`config.mk`:
```
export PLATFORM = sky130hd
export DESIGN_NAME = rational_arithmetic_reduce_unit
export DESIGN_NICKNAME = d
export VERILOG_FILES = /design/src/hdl/rar_pkg.sv /design/src/hdl/rar_mul.sv /design/src/hdl/rar_alu.sv /design/src/hdl/rational_arithmetic_reduce_unit.sv
export VERILOG_INCLUDE_DIRS = /design/src /design/src/hdl
export SDC_FILE = /design/constraint.sdc
export NUM_CORES = 2
export LEC_CHECK = 0
export ABC_CLOCK_PERIOD_IN_PS = 19300
export BUFFER_PORTS_ARGS = -buffer_cell sky130_fd_sc_hd__buf_4
export CAP_MARGIN = 30
export CELL_PAD_IN_SITES_DETAIL_PLACEMENT = 1
export CELL_PAD_IN_SITES_GLOBAL_PLACEMENT = 1
export CORE_MARGIN = 3
export CORE_UTILIZATION = 37
export CTS_CLUSTER_DIAMETER = 100
export DETAILED_ROUTE_END_ITERATION = 12
export GPL_TIMING_DRIVEN = 0
export PLACE_DENSITY_LB_ADDON = 0.1
export SKIP_LAST_GASP = 1
export SLEW_MARGIN = 25
export SYNTH_ARGS = -nofsm -noshare
export SYNTH_HDL_FRONTEND = slang
export SYNTH_SLANG_ARGS = --single-unit
```
`constraint.sdc`:
```
create_clock -name aclk -period 19.3 [get_ports aclk]
set_input_delay 0.965 -clock aclk [delete_from_list [all_inputs] [get_ports aclk]]
set_output_delay 0.965 -clock aclk [all_outputs]
set_load 0.05 [all_outputs]
```
`src/hdl/rational_arithmetic_reduce_unit_assert.svh`:
```
// Assertion macros shared by the rational reduce unit.
// No dependencies; included by the top level of the block.
`ifndef RATIONAL_ARITHMETIC_REDUCE_UNIT_ASSERT_SVH
`define RATIONAL_ARITHMETIC_REDUCE_UNIT_ASSERT_SVH

// Implication checked in the same cycle.
`define RAR_ASSERT_IMPL(label, clk, rstn, ante, cons) \
    label: assert property (@(posedge clk) disable iff (!rstn) (ante) |-> (cons)) \
        else $error("rational reduce unit check failed");

// Implication checked in the cycle after the antecedent.
`define RAR_ASSERT_NEXT(label, clk, rstn, ante, cons) \
    label: assert property (@(posedge clk) disable iff (!rstn) (ante) |=> (cons)) \
        else $error("rational reduce unit check failed");

`endif

```
`src/hdl/rar_pkg.sv`:
```
// Package for the rational reduce unit: widths, word types, codes and helpers.
// No dependencies; used by every module of the block.
package rar_pkg;

    // Operand width of each fraction field.
    localparam int RAR_OPD_W  = 16;
    // Width of the intermediate numerator and denominator (capped at 64 bits).
    localparam int RAR_INT_W  = (2 * RAR_OPD_W + 1 > 64) ? 64 : 2 * RAR_OPD_W + 1;
    // Shared adder width: two guard bits over the intermediate width.
    localparam int RAR_ALU_W  = RAR_INT_W + 2;
    // Division step counter and common power-of-two counter.
    localparam int RAR_CNT_W  = $clog2(RAR_INT_W);
    localparam int RAR_K_W    = $clog2(RAR_INT_W);
    // Result field widths and the width they are taken from.
    localparam int RAR_NUM_W  = 33;
    localparam int RAR_DEN_W  = 32;
    localparam int RAR_WIDE_W = 64;

    typedef enum logic [1:0] {
        OP_ADD = 2'd0,
        OP_SUB = 2'd1,
        OP_MUL = 2'd2,
        OP_DIV = 2'd3
    } rar_op_t;

    typedef enum logic {
        ALU_ADD = 1'b0,
        ALU_SUB = 1'b1
    } rar_alu_op_t;

    typedef enum logic [3:0] {
        ST_IDLE,
        ST_MUL0,
        ST_MUL1,
        ST_MUL2,
        ST_COMB,
        ST_MAGN,
        ST_MAGD,
        ST_GCD,
        ST_GSHIFT,
        ST_DIVN,
        ST_DIVD,
        ST_SIGNN,
        ST_SIGND,
        ST_OUT
    } rar_state_t;

    typedef struct packed {
        rar_op_t                       op;
        logic signed [RAR_OPD_W-1:0]   num_a;
        logic signed [RAR_OPD_W-1:0]   den_a;
        logic signed [RAR_OPD_W-1:0]   num_b;
        logic signed [RAR_OPD_W-1:0]   den_b;
    } rar_in_t;

    typedef struct packed {
        logic signed [RAR_NUM_W-1:0]   res_num;
        logic signed [RAR_DEN_W-1:0]   res_den;
        logic                          zero_den;
    } rar_out_t;

    // Zero-extend an intermediate word to the shared adder width.
    function automatic logic [RAR_ALU_W-1:0] rar_zext(input logic [RAR_INT_W-1:0] v);
        return RAR_ALU_W'(v);
    endfunction

endpackage

```
`src/hdl/rar_mul.sv`:
```
// Signed operand multiplier of the rational reduce unit.
// Depends on rar_pkg for the operand width.
module rar_mul (
    input  logic signed [rar_pkg::RAR_OPD_W-1:0]   mul_a,
    input  logic signed [rar_pkg::RAR_OPD_W-1:0]   mul_b,
    output logic signed [2*rar_pkg::RAR_OPD_W-1:0] mul_p
);
    import rar_pkg::*;

    // Full-width signed product; the result is registered by the caller.
    assign mul_p = mul_a * mul_b;

endmodule

```
`src/hdl/rar_alu.sv`:
```
// Shared add/subtract unit of the rational reduce unit.
// Depends on rar_pkg for the adder width and the operation codes.
module rar_alu (
    input  rar_pkg::rar_alu_op_t         alu_op,
    input  logic [rar_pkg::RAR_ALU_W-1:0] alu_x,
    input  logic [rar_pkg::RAR_ALU_W-1:0] alu_y,
    output logic [rar_pkg::RAR_ALU_W-1:0] alu_r
);
    import rar_pkg::*;

    // One adder serves sums, differences, negations, compares and division steps.
    always_comb begin
        case (alu_op)
            ALU_ADD: alu_r = alu_x + alu_y;
            ALU_SUB: alu_r = alu_x - alu_y;
            default: alu_r = alu_x;
        endcase
    end

endmodule

```
`src/hdl/rational_arithmetic_reduce_unit.sv`:
```
// Rational reduce unit: fraction add, subtract, multiply or divide, then GCD reduction.
// Depends on rar_pkg, rar_mul, rar_alu and rational_arithmetic_reduce_unit_assert.svh.
//
// Usage: the input channel (s_valid, s_ready, s_data) carries one word with the
// operation and two fractions. The result channel (m_valid, m_ready, m_data) returns
// one word per input: the reduced numerator and denominator with their signs as
// computed, and zero_den when the denominator came out zero (numerator unreduced).
// One word is in work at a time; s_ready is high only while the unit waits for input.
// The work per word grows with W, the intermediate width (33 bits for 16-bit operands),
// with G, the binary GCD steps (each a shift, a swap or one subtract; a swap can
// precede every subtract), and with K, the common factors of two, restored one shift
// a cycle. A zero denominator skips the magnitude, GCD, division and sign steps.
// The shared multiplier forms the three cross products one after another, and the
// shared adder carries the combine, magnitudes, GCD, both restoring divisions and
// the sign restore. A finished word sits in the output register, and the next input
// word is accepted and worked on while it waits; if the receiver still stalls when
// the next result is ready, the sequencer holds it until the register frees.
// Reset (aresetn low, synchronous) returns the sequencer to idle and drops m_valid.
`include "rational_arithmetic_reduce_unit_assert.svh"
module rational_arithmetic_reduce_unit (
    input  logic               aclk,
    input  logic               aresetn,
    input  logic               s_valid,
    output logic               s_ready,
    input  rar_pkg::rar_in_t   s_data,
    output logic               m_valid,
    input  logic               m_ready,
    output rar_pkg::rar_out_t  m_data
);
    import rar_pkg::*;

    // Control registers.
    rar_state_t state_reg, state_next;
    logic       m_valid_reg, m_valid_next;

    // Payload registers.
    rar_op_t                     op_reg, op_next;
    logic signed [RAR_OPD_W-1:0] na_reg, na_next;
    logic signed [RAR_OPD_W-1:0] da_reg, da_next;
    logic signed [RAR_OPD_W-1:0] nb_reg, nb_next;
    logic signed [RAR_OPD_W-1:0] db_reg, db_next;
    logic signed [RAR_INT_W-1:0] m0_reg, m0_next;
    logic signed [RAR_INT_W-1:0] m1_reg, m1_next;
    logic signed [RAR_INT_W-1:0] num_reg, num_next;
    logic signed [RAR_INT_W-1:0] den_reg, den_next;
    logic [RAR_INT_W-1:0]        mn_reg, mn_next;
    logic [RAR_INT_W-1:0]        md_reg, md_next;
    logic [RAR_INT_W-1:0]        a_reg, a_next;
    logic [RAR_INT_W-1:0]        b_reg, b_next;
    logic [RAR_INT_W-1:0]        q_reg, q_next;
    logic [RAR_INT_W-1:0]        rem_reg, rem_next;
    logic [RAR_CNT_W-1:0]        cnt_reg, cnt_next;
    logic [RAR_K_W-1:0]          k_reg, k_next;
    logic                        zero_reg, zero_next;
    rar_out_t                    m_data_reg, m_data_next;

    // Shared unit connections.
    logic signed [RAR_OPD_W-1:0]   mul_a, mul_b;
    logic signed [2*RAR_OPD_W-1:0] mul_p;
    logic signed [RAR_INT_W-1:0]   mul_ext;
    rar_alu_op_t                   alu_op;
    logic [RAR_ALU_W-1:0]          alu_x, alu_y, alu_r;
    logic                          div_ge;
    logic [RAR_INT_W-1:0]          div_shift;
    logic signed [RAR_WIDE_W-1:0]  num_wide, den_wide;

    rar_mul u_mul (
        .mul_a (mul_a),
        .mul_b (mul_b),
        .mul_p (mul_p)
    );

    rar_alu u_alu (
        .alu_op (alu_op),
        .alu_x  (alu_x),
        .alu_y  (alu_y),
        .alu_r  (alu_r)
    );

    // Signed products extend to the intermediate width.
    assign mul_ext = RAR_INT_W'(mul_p);

    // A division step succeeds when the trial subtraction does not borrow.
    assign div_ge    = ~alu_r[RAR_ALU_W-1];
    assign div_shift = {rem_reg[RAR_INT_W-2:0], q_reg[RAR_INT_W-1]};

    // Results are read from the intermediate words sign-extended to 64 bits.
    assign num_wide = RAR_WIDE_W'(num_reg);
    assign den_wide = RAR_WIDE_W'(den_reg);

    // Sequencer: next state, operand selection and register updates.
    always_comb begin
        state_next   = state_reg;
        m_valid_next = m_valid_reg;
        op_next      = op_reg;
        na_next      = na_reg;
        da_next      = da_reg;
        nb_next      = nb_reg;
        db_next      = db_reg;
        m0_next      = m0_reg;
        m1_next      = m1_reg;
        num_next     = num_reg;
        den_next     = den_reg;
        mn_next      = mn_reg;
        md_next      = md_reg;
        a_next       = a_reg;
        b_next       = b_reg;
        q_next       = q_reg;
        rem_next     = rem_reg;
        cnt_next     = cnt_reg;
        k_next       = k_reg;
        zero_next    = zero_reg;
        m_data_next  = m_data_reg;
        s_ready      = 1'b0;
        mul_a        = da_reg;
        mul_b        = db_reg;
        alu_op       = ALU_SUB;
        alu_x        = '0;
        alu_y        = '0;

        // The output register frees once its word is taken.
        if (m_valid_reg && m_ready) begin
            m_valid_next = 1'b0;
        end

        case (state_reg)
            ST_IDLE: begin
                s_ready = aresetn;
                if (s_valid && s_ready) begin
                    op_next    = s_data.op;
                    na_next    = s_data.num_a;
                    da_next    = s_data.den_a;
                    nb_next    = s_data.num_b;
                    db_next    = s_data.den_b;
                    zero_next  = 1'b0;
                    k_next     = '0;
                    state_next = ST_MUL0;
                end
            end

            // First product: the numerator term that carries num_a.
            ST_MUL0: begin
                mul_a      = na_reg;
                mul_b      = (op_reg == OP_MUL) ? nb_reg : db_reg;
                m0_next    = mul_ext;
                state_next = ST_MUL1;
            end

            // Second product: den_a times num_b.
            ST_MUL1: begin
                mul_a      = da_reg;
                mul_b      = nb_reg;
                m1_next    = mul_ext;
                state_next = ST_MUL2;
            end

            // Denominator: den_a times den_b, or the second product for divide.
            ST_MUL2: begin
                mul_a      = da_reg;
                mul_b      = db_reg;
                den_next   = (op_reg == OP_DIV) ? m1_reg : mul_ext;
                state_next = ST_COMB;
            end

            // Combine the numerator terms and catch a zero denominator.
            ST_COMB: begin
                alu_op = (op_reg == OP_SUB) ? ALU_SUB : ALU_ADD;
                alu_x  = rar_zext(m0_reg);
                alu_y  = rar_zext(m1_reg);
                if (op_reg == OP_ADD || op_reg == OP_SUB) begin
                    num_next = alu_r[RAR_INT_W-1:0];
                end else begin
                    num_next = m0_reg;
                end
                if (den_reg == '0) begin
                    zero_next  = 1'b1;
                    state_next = ST_OUT;
                end else begin
                    state_next = ST_MAGN;
                end
            end

            // Magnitude of the numerator.
            ST_MAGN: begin
                alu_y = rar_zext(num_reg);
                if (num_reg[RAR_INT_W-1]) begin
                    mn_next = alu_r[RAR_INT_W-1:0];
                end else begin
                    mn_next = num_reg;
                end
                a_next     = mn_next;
                state_next = ST_MAGD;
            end

            // Magnitude of the denominator.
            ST_MAGD: begin
                alu_y = rar_zext(den_reg);
                if (den_reg[RAR_INT_W-1]) begin
                    md_next = alu_r[RAR_INT_W-1:0];
                end else begin
                    md_next = den_reg;
                end
                b_next     = md_next;
                state_next = ST_GCD;
            end

            // Binary GCD: one halving, swap or subtract per cycle.
            ST_GCD: begin
                alu_x = rar_zext(a_reg);
                alu_y = rar_zext(b_reg);
                if (a_reg == '0) begin
                    state_next = ST_GSHIFT;
                end else if (b_reg == '0) begin
                    b_next     = a_reg;
                    state_next = ST_GSHIFT;
                end else if (!a_reg[0] && !b_reg[0]) begin
                    a_next = a_reg >> 1;
                    b_next = b_reg >> 1;
                    k_next = k_reg + 1'b1;
                end else if (!a_reg[0]) begin
                    a_next = a_reg >> 1;
                end else if (!b_reg[0]) begin
                    b_next = b_reg >> 1;
                end else if (alu_r[RAR_ALU_W-1]) begin
                    a_next = b_reg;
                    b_next = a_reg;
                end else begin
                    a_next = {1'b0, alu_r[RAR_INT_W-1:1]};
                end
            end

            // Restore the common factors of two, then set up the numerator division.
            ST_GSHIFT: begin
                if (k_reg == '0) begin
                    q_next     = mn_reg;
                    rem_next   = '0;
                    cnt_next   = RAR_CNT_W'(RAR_INT_W - 1);
                    state_next = ST_DIVN;
                end else begin
                    b_next = b_reg << 1;
                    k_next = k_reg - 1'b1;
                end
            end

            // Restoring division of the numerator magnitude by the GCD.
            ST_DIVN: begin
                alu_x    = {1'b0, rem_reg, q_reg[RAR_INT_W-1]};
                alu_y    = rar_zext(b_reg);
                rem_next = div_ge ? alu_r[RAR_INT_W-1:0] : div_shift;
                q_next   = {q_reg[RAR_INT_W-2:0], div_ge};
                cnt_next = cnt_reg - 1'b1;
                if (cnt_reg == '0) begin
                    mn_next    = {q_reg[RAR_INT_W-2:0], div_ge};
                    q_next     = md_reg;
                    rem_next   = '0;
                    cnt_next   = RAR_CNT_W'(RAR_INT_W - 1);
                    state_next = ST_DIVD;
                end
            end

            // Restoring division of the denominator magnitude by the GCD.
            ST_DIVD: begin
                alu_x    = {1'b0, rem_reg, q_reg[RAR_INT_W-1]};
                alu_y    = rar_zext(b_reg);
                rem_next = div_ge ? alu_r[RAR_INT_W-1:0] : div_shift;
                q_next   = {q_reg[RAR_INT_W-2:0], div_ge};
                cnt_next = cnt_reg - 1'b1;
                if (cnt_reg == '0) begin
                    state_next = ST_SIGNN;
                end
            end

            // Give the reduced numerator back its computed sign.
            ST_SIGNN: begin
                alu_y = rar_zext(mn_reg);
                if (num_reg[RAR_INT_W-1]) begin
                    num_next = alu_r[RAR_INT_W-1:0];
                end else begin
                    num_next = mn_reg;
                end
                state_next = ST_SIGND;
            end

            // Give the reduced denominator back its computed sign.
            ST_SIGND: begin
                alu_y = rar_zext(q_reg);
                if (den_reg[RAR_INT_W-1]) begin
                    den_next = alu_r[RAR_INT_W-1:0];
                end else begin
                    den_next = q_reg;
                end
                state_next = ST_OUT;
            end

            // Load the output register as soon as it is free.
            ST_OUT: begin
                if (!m_valid_reg || m_ready) begin
                    m_data_next.res_num  = num_wide[RAR_NUM_W-1:0];
                    m_data_next.res_den  = den_wide[RAR_DEN_W-1:0];
                    m_data_next.zero_den = zero_reg;
                    m_valid_next         = 1'b1;
                    state_next           = ST_IDLE;
                end
            end

            default: begin
                state_next = ST_IDLE;
            end
        endcase
    end

    // Control state with synchronous reset.
    always_ff @(posedge aclk) begin
        if (!aresetn) begin
            state_reg   <= ST_IDLE;
            m_valid_reg <= 1'b0;
        end else begin
            state_reg   <= state_next;
            m_valid_reg <= m_valid_next;
        end
    end

    // Datapath registers.
    always_ff @(posedge aclk) begin
        op_reg     <= op_next;
        na_reg     <= na_next;
        da_reg     <= da_next;
        nb_reg     <= nb_next;
        db_reg     <= db_next;
        m0_reg     <= m0_next;
        m1_reg     <= m1_next;
        num_reg    <= num_next;
        den_reg    <= den_next;
        mn_reg     <= mn_next;
        md_reg     <= md_next;
        a_reg      <= a_next;
        b_reg      <= b_next;
        q_reg      <= q_next;
        rem_reg    <= rem_next;
        cnt_reg    <= cnt_next;
        k_reg      <= k_next;
        zero_reg   <= zero_next;
        m_data_reg <= m_data_next;
    end

    assign m_valid = m_valid_reg;
    assign m_data  = m_data_reg;

    // A zero denominator is reported with a zero result denominator and only then.
    `RAR_ASSERT_IMPL(a_zero_den_flag, aclk, aresetn, m_valid && m_data.zero_den, m_data.res_den == '0)
    `RAR_ASSERT_IMPL(a_reduced_den_nonzero, aclk, aresetn, m_valid && !m_data.zero_den, m_data.res_den != '0)
    // An accepted word keeps the unit busy for the next cycle.
    `RAR_ASSERT_NEXT(a_busy_after_accept, aclk, aresetn, s_valid && s_ready, !s_ready)
    // The GCD loop never runs with both operands zero.
    `RAR_ASSERT_IMPL(a_gcd_operands, aclk, aresetn, state_reg == ST_GCD, a_reg != '0 || b_reg != '0)

endmodule

```
Word-level counts from Yosys, hierarchy flattened
Index checks and enable logic that the tools add are counted.
- register bits: 478
- output and inout bits: 68
- add/sub/neg operators: 5
- multiply operators: 1
- equal/unequal tests: 30
- mux-type cells: 65
- bitwise operators: 2
- reductions and logical operators: 36
- operators by type and width (operator ; count):
    $mux W33 ; 25
    $pmux W33 S3 ; 3
    $pmux W33 S2 ; 4
    $pmux W33 S6 ; 1
    $pmux W34 S3 ; 1
    $logic_not A33 Y1 ; 3
    $pmux W35 S2 ; 1
    $pmux W4 S14 ; 1
    $mux W6 ; 7
    $pmux W6 S3 ; 2
    $add A34 B33 Y35 ; 1
    $sub A34 B33 Y35 ; 1
    $mul A16 B16 Y32 ; 1
    $mux W16 ; 2
    $mux W4 ; 8
    $pmux W16 S2 ; 1
    $eq A4 B4 Y1 const B ; 6
    $ne A2 B2 Y1 const B ; 10
    $eq A4 B3 Y1 const B ; 4
    $logic_not A6 Y1 ; 2
    $reduce_and A6 Y1 ; 2
    $sub A6 B1 Y6 const B ; 2
    $reduce_bool A2 Y1 ; 5
    $reduce_bool A3 Y1 ; 3
    other kinds (22) ; 43

Depth between registers and ports, before layout
- depth after elaboration: 12
- mapped depth: 35
- gate-level depth less buffers: 29

Cells and area by module
From an unflattened synthesis, not the netlist that was laid out.
- cells, all modules: 3445
- area, all modules: 35472.8 um^2
- modules (own cells, without submodules) (module ; times used ; cells each ; area an instance (um^2)):
    rational_arithmetic_reduce_unit ; 1 ; 1915 ; 22646.7
    rar_mul ; 1 ; 1124 ; 10058.4
    rar_alu ; 1 ; 406 ; 2767.7

Worst setup path before layout
No wires, ideal clock.
- path kind: flip-flop to flip-flop
- start: register state_reg[1]
- end: register cnt_reg[0], enable pin
- arrival time: 12776 ps
- data required time: 18413 ps
- path slack: 5637 ps
- stages on the path, launching flop included: 8
- buffers on the path: 5
- period minus slack after synthesis: 13663 ps
- path through: dfxtp_1 > buf_6 > buf_2 > buf_2 > clkbuf_1 > clkbuf_1 > nor3_1 > a2111oi_0
- cells in the longest elaborated chain, start to end: 3
- elaborated cells on any way between the ends: 6
- ends and longest elaborated chain (item ; line ; source):
    start, declared ; rational_arithmetic_reduce_unit.sv:33 ; rar_state_t state_reg, state_next;
    start signal, assigned ; rational_arithmetic_reduce_unit.sv:318 ; state_reg <= state_next;
    $eq A4 B4 Y1 ; rational_arithmetic_reduce_unit.sv:126 ; case (state_reg)
    $ne A2 B2 Y1 (no line) / $reduce_bool A3 Y1 (equally long branches) ; -- ;
    $reduce_and A2 Y1 (no line) (*) ; -- ;
    end signal, assigned ; rational_arithmetic_reduce_unit.sv:340 ; cnt_reg <= cnt_next;
    end, declared ; rational_arithmetic_reduce_unit.sv:52 ; logic [RAR_CNT_W-1:0] cnt_reg, cnt_next;
Mark *: on every way between the ends. The rest lies on a longest branch, timed or not.
A chain may end at the register's enable or synchronous reset.

Worst setup path after layout
- start: register state_reg[1]
- end: register den_reg[31], data pin
- elaborated cells on any way between the ends: 26
- RTL lines (item ; line ; source):
    $eq A4 B2 Y1 / $eq A4 B1 Y1 (equally long branches) ; rational_arithmetic_reduce_unit.sv:126 ;
    $pmux W16 S2 / $mux W16 (equally long branches) ; rational_arithmetic_reduce_unit.sv:126 ;
    $mul A16 B16 Y32 (*) ; rar_mul.sv:11 ; assign mul_p = mul_a * mul_b;
    named net mul_p[31] ; rational_arithmetic_reduce_unit.sv:59 ; logic signed [2*RAR_OPD_W-1:0] mul_p;
    $mux W33 (*) ; rational_arithmetic_reduce_unit.sv:161 ; den_next = (op_reg == OP_DIV) ? m1_reg : mul_ext;
    $pmux W33 S2 (*) ; rational_arithmetic_reduce_unit.sv:126 ;
    named net den_next[31] ; rational_arithmetic_reduce_unit.sv:45 ; logic signed [RAR_INT_W-1:0] den_reg, den_next;
    end signal, assigned ; rational_arithmetic_reduce_unit.sv:333 ; den_reg <= den_next;
    end, declared ; rational_arithmetic_reduce_unit.sv:45 ;
Mark *: on every way through the listed nets, which the timed path passes. The rest lies on a longest branch.

==> run metrics <==
Mapped Area=36000 sq um; IO buf count=137; Yosys Warn Count=0; outcome=completed; Slew @ Worst Pin=1110 ps; Final Hold Fails=0; number of flops mapped to enable cells by yosys=473; gp weighted congestion=0.959; cell mode on critical path=fa_1; clock sink total=478; Num CTS Buffers=59; Hold WC Path Type=flip-flop to flip-flop; initial core utilization=37.6%; GRT overflow=0; pin count of the biggest net entering global routing=53; routed length per instance=31.4 um; post-synthesis async set-or-reset flop share=0%; Slowest-stage cell, CP=clkbuf_1; PostCTS Resize Cnt=0; Final Util=43.1%; Die Ht=318 um; die width=318 um; first-pass GRT wire length=225000 um; CP top delay family=buffers and inverters; cell taking the most area after synthesis=edfxtp_1; WS Path Type=flip-flop to flip-flop; Post-Syn Instances=3476; vias per cell=5.91; data required time at the worst endpoint=19670 ps; core area=95700 sq um; Clk Latency, worst-skew pair=680 ps; top-area cell type share of the netlist area=39.4%; post-synthesis sequential area ratio=39.7%; Setup WS pre-CTS=6790 ps; flops & latches, synth=478; normalized max-slew margin=26.3%; Mapped Nets=3932; CP peak stage delay=780 ps; R2R Setup Slk=6690 ps; num ports=138; distinct cell type count after synthesis=87; Total GRT Usage=30.7%; H-tree depth=2; final worst-path cycle share=65.3%; Hold Buf Count CTS=0; CP max FO=10; Nets=4178; post-CTS setup buffer count=0; Main synth FF type=edfxtp_1; max-slew violation count=0; # setup viols final=0; critical path capture point type=flip-flop; Syn Area/Cell=10.4 sq um; drt first-iter violations=3405; CP startpoint kind=flip-flop; FMAX=0.0793 GHz; top post-synthesis cells by count=473 x edfxtp_1, 418 x inv_1, 357 x nand2_1, 264 x fa_1, 264 x nor2_1; clock-pin slew on the worst setup and hold paths=60 ps; share of post-route cells with drive strength above 1=11.0%; # rows=113; Max Cap Viol=0; final setup margin=6690 ps; final antenna-violating net count=0; CTS tree=yes; CP Buf/Inv Count=12; die area=101000 sq um; Post-Route Skew=31.5 ps; most common cell in the netlist=edfxtp_1; CTS Root Cell=clkbuf_16; number of flip-flops in the largest register=66; DRC=0; Post-Route WL=158000 um; Clock Path Buffers=3; hpwl dp=132000 um; synth top area cells=edfxtp_1 39%, fa_1 15%, inv_1 4.4%; First-pass DRT Iterations=9; critical path data arrival time=12980 ps; Vias=29.8k; initial antenna violation count=5; vias in the first global route=30.6k; Layout area overhead=14.5%; minimum clock period=12610 ps; RSZ-0062 raised after global routing=no
metal layers:
metal	share of wire, %	GRT usage [%]
met1	40	38.9
met2	48	52.4
met3	7.1	4.53
met4	4.8	12.9
met5	0	0
worst paths after layout:
kind                              startpoint     endpoint  cells past startpoint
worst min-delay path                zero_reg    m_data[0]                      0
worst max register to register  state_reg[1]  den_reg[31]                     33
worst min register to register      zero_reg    m_data[0]                      0
worst max-delay path            state_reg[1]  den_reg[31]                     33
area by class of cell:
class	count	area, sq um
fill	10600	54500
multi-input combinational	2379	19400
sequential	478	14300
inverter	422	1580
tap	1265	1580
clock buffer	72	1550
timing repair buffer	185	1520
buffer	197	907
clock inverter	39	382
antenna	7	17.5
layout by cell type (no fill, tap or decap), types with 60 or more instances in the layout:
master / count
a21oi_1: 188
ha_1: 122
buf_4: 158
mux2i_1: 105
a222oi_1: 68
nand2_1: 356
o21ai_0: 137
xnor2_1: 60
nor2_1: 264
a31oi_1: 62
fa_1: 264
inv_1: 418
clkbuf_16: 60
edfxtp_1: 473
clkbuf_1: 148
kinds of logic (layout without fill, tap and decap cells):
logic type	Yosys count	after routing	share of synthesized area, %
xor+xnor	99	99	2.41
fa+ha+maj	386	386	18.9
simple gates	946	946	12.3
mux	154	154	4.40
other cells	0	7	0
flops	478	478	39.7
compound gates	794	794	15.4
buf+inv	619	915	6.90
stage by stage:
step / hold WS (ps) / instance area, sq um / TNS, ps / cells
2_1_floorplan: 400 / 36000 / 0 / 3476
3_3_place_gp: 411 / 38600 / -251020 / 4878
3_5_place_dp: 430 / 39300 / 0 / 4921
4_1_cts: 422 / 41200 / 0 / 5032
5_1_grt: 445 / 41200 / 0 / 5037
6_report: 437 / 41300 / 0 / 5044
Power is not shown: default switching activity piles up to over one toggle a cycle in this logic, so the estimate is an artifact.
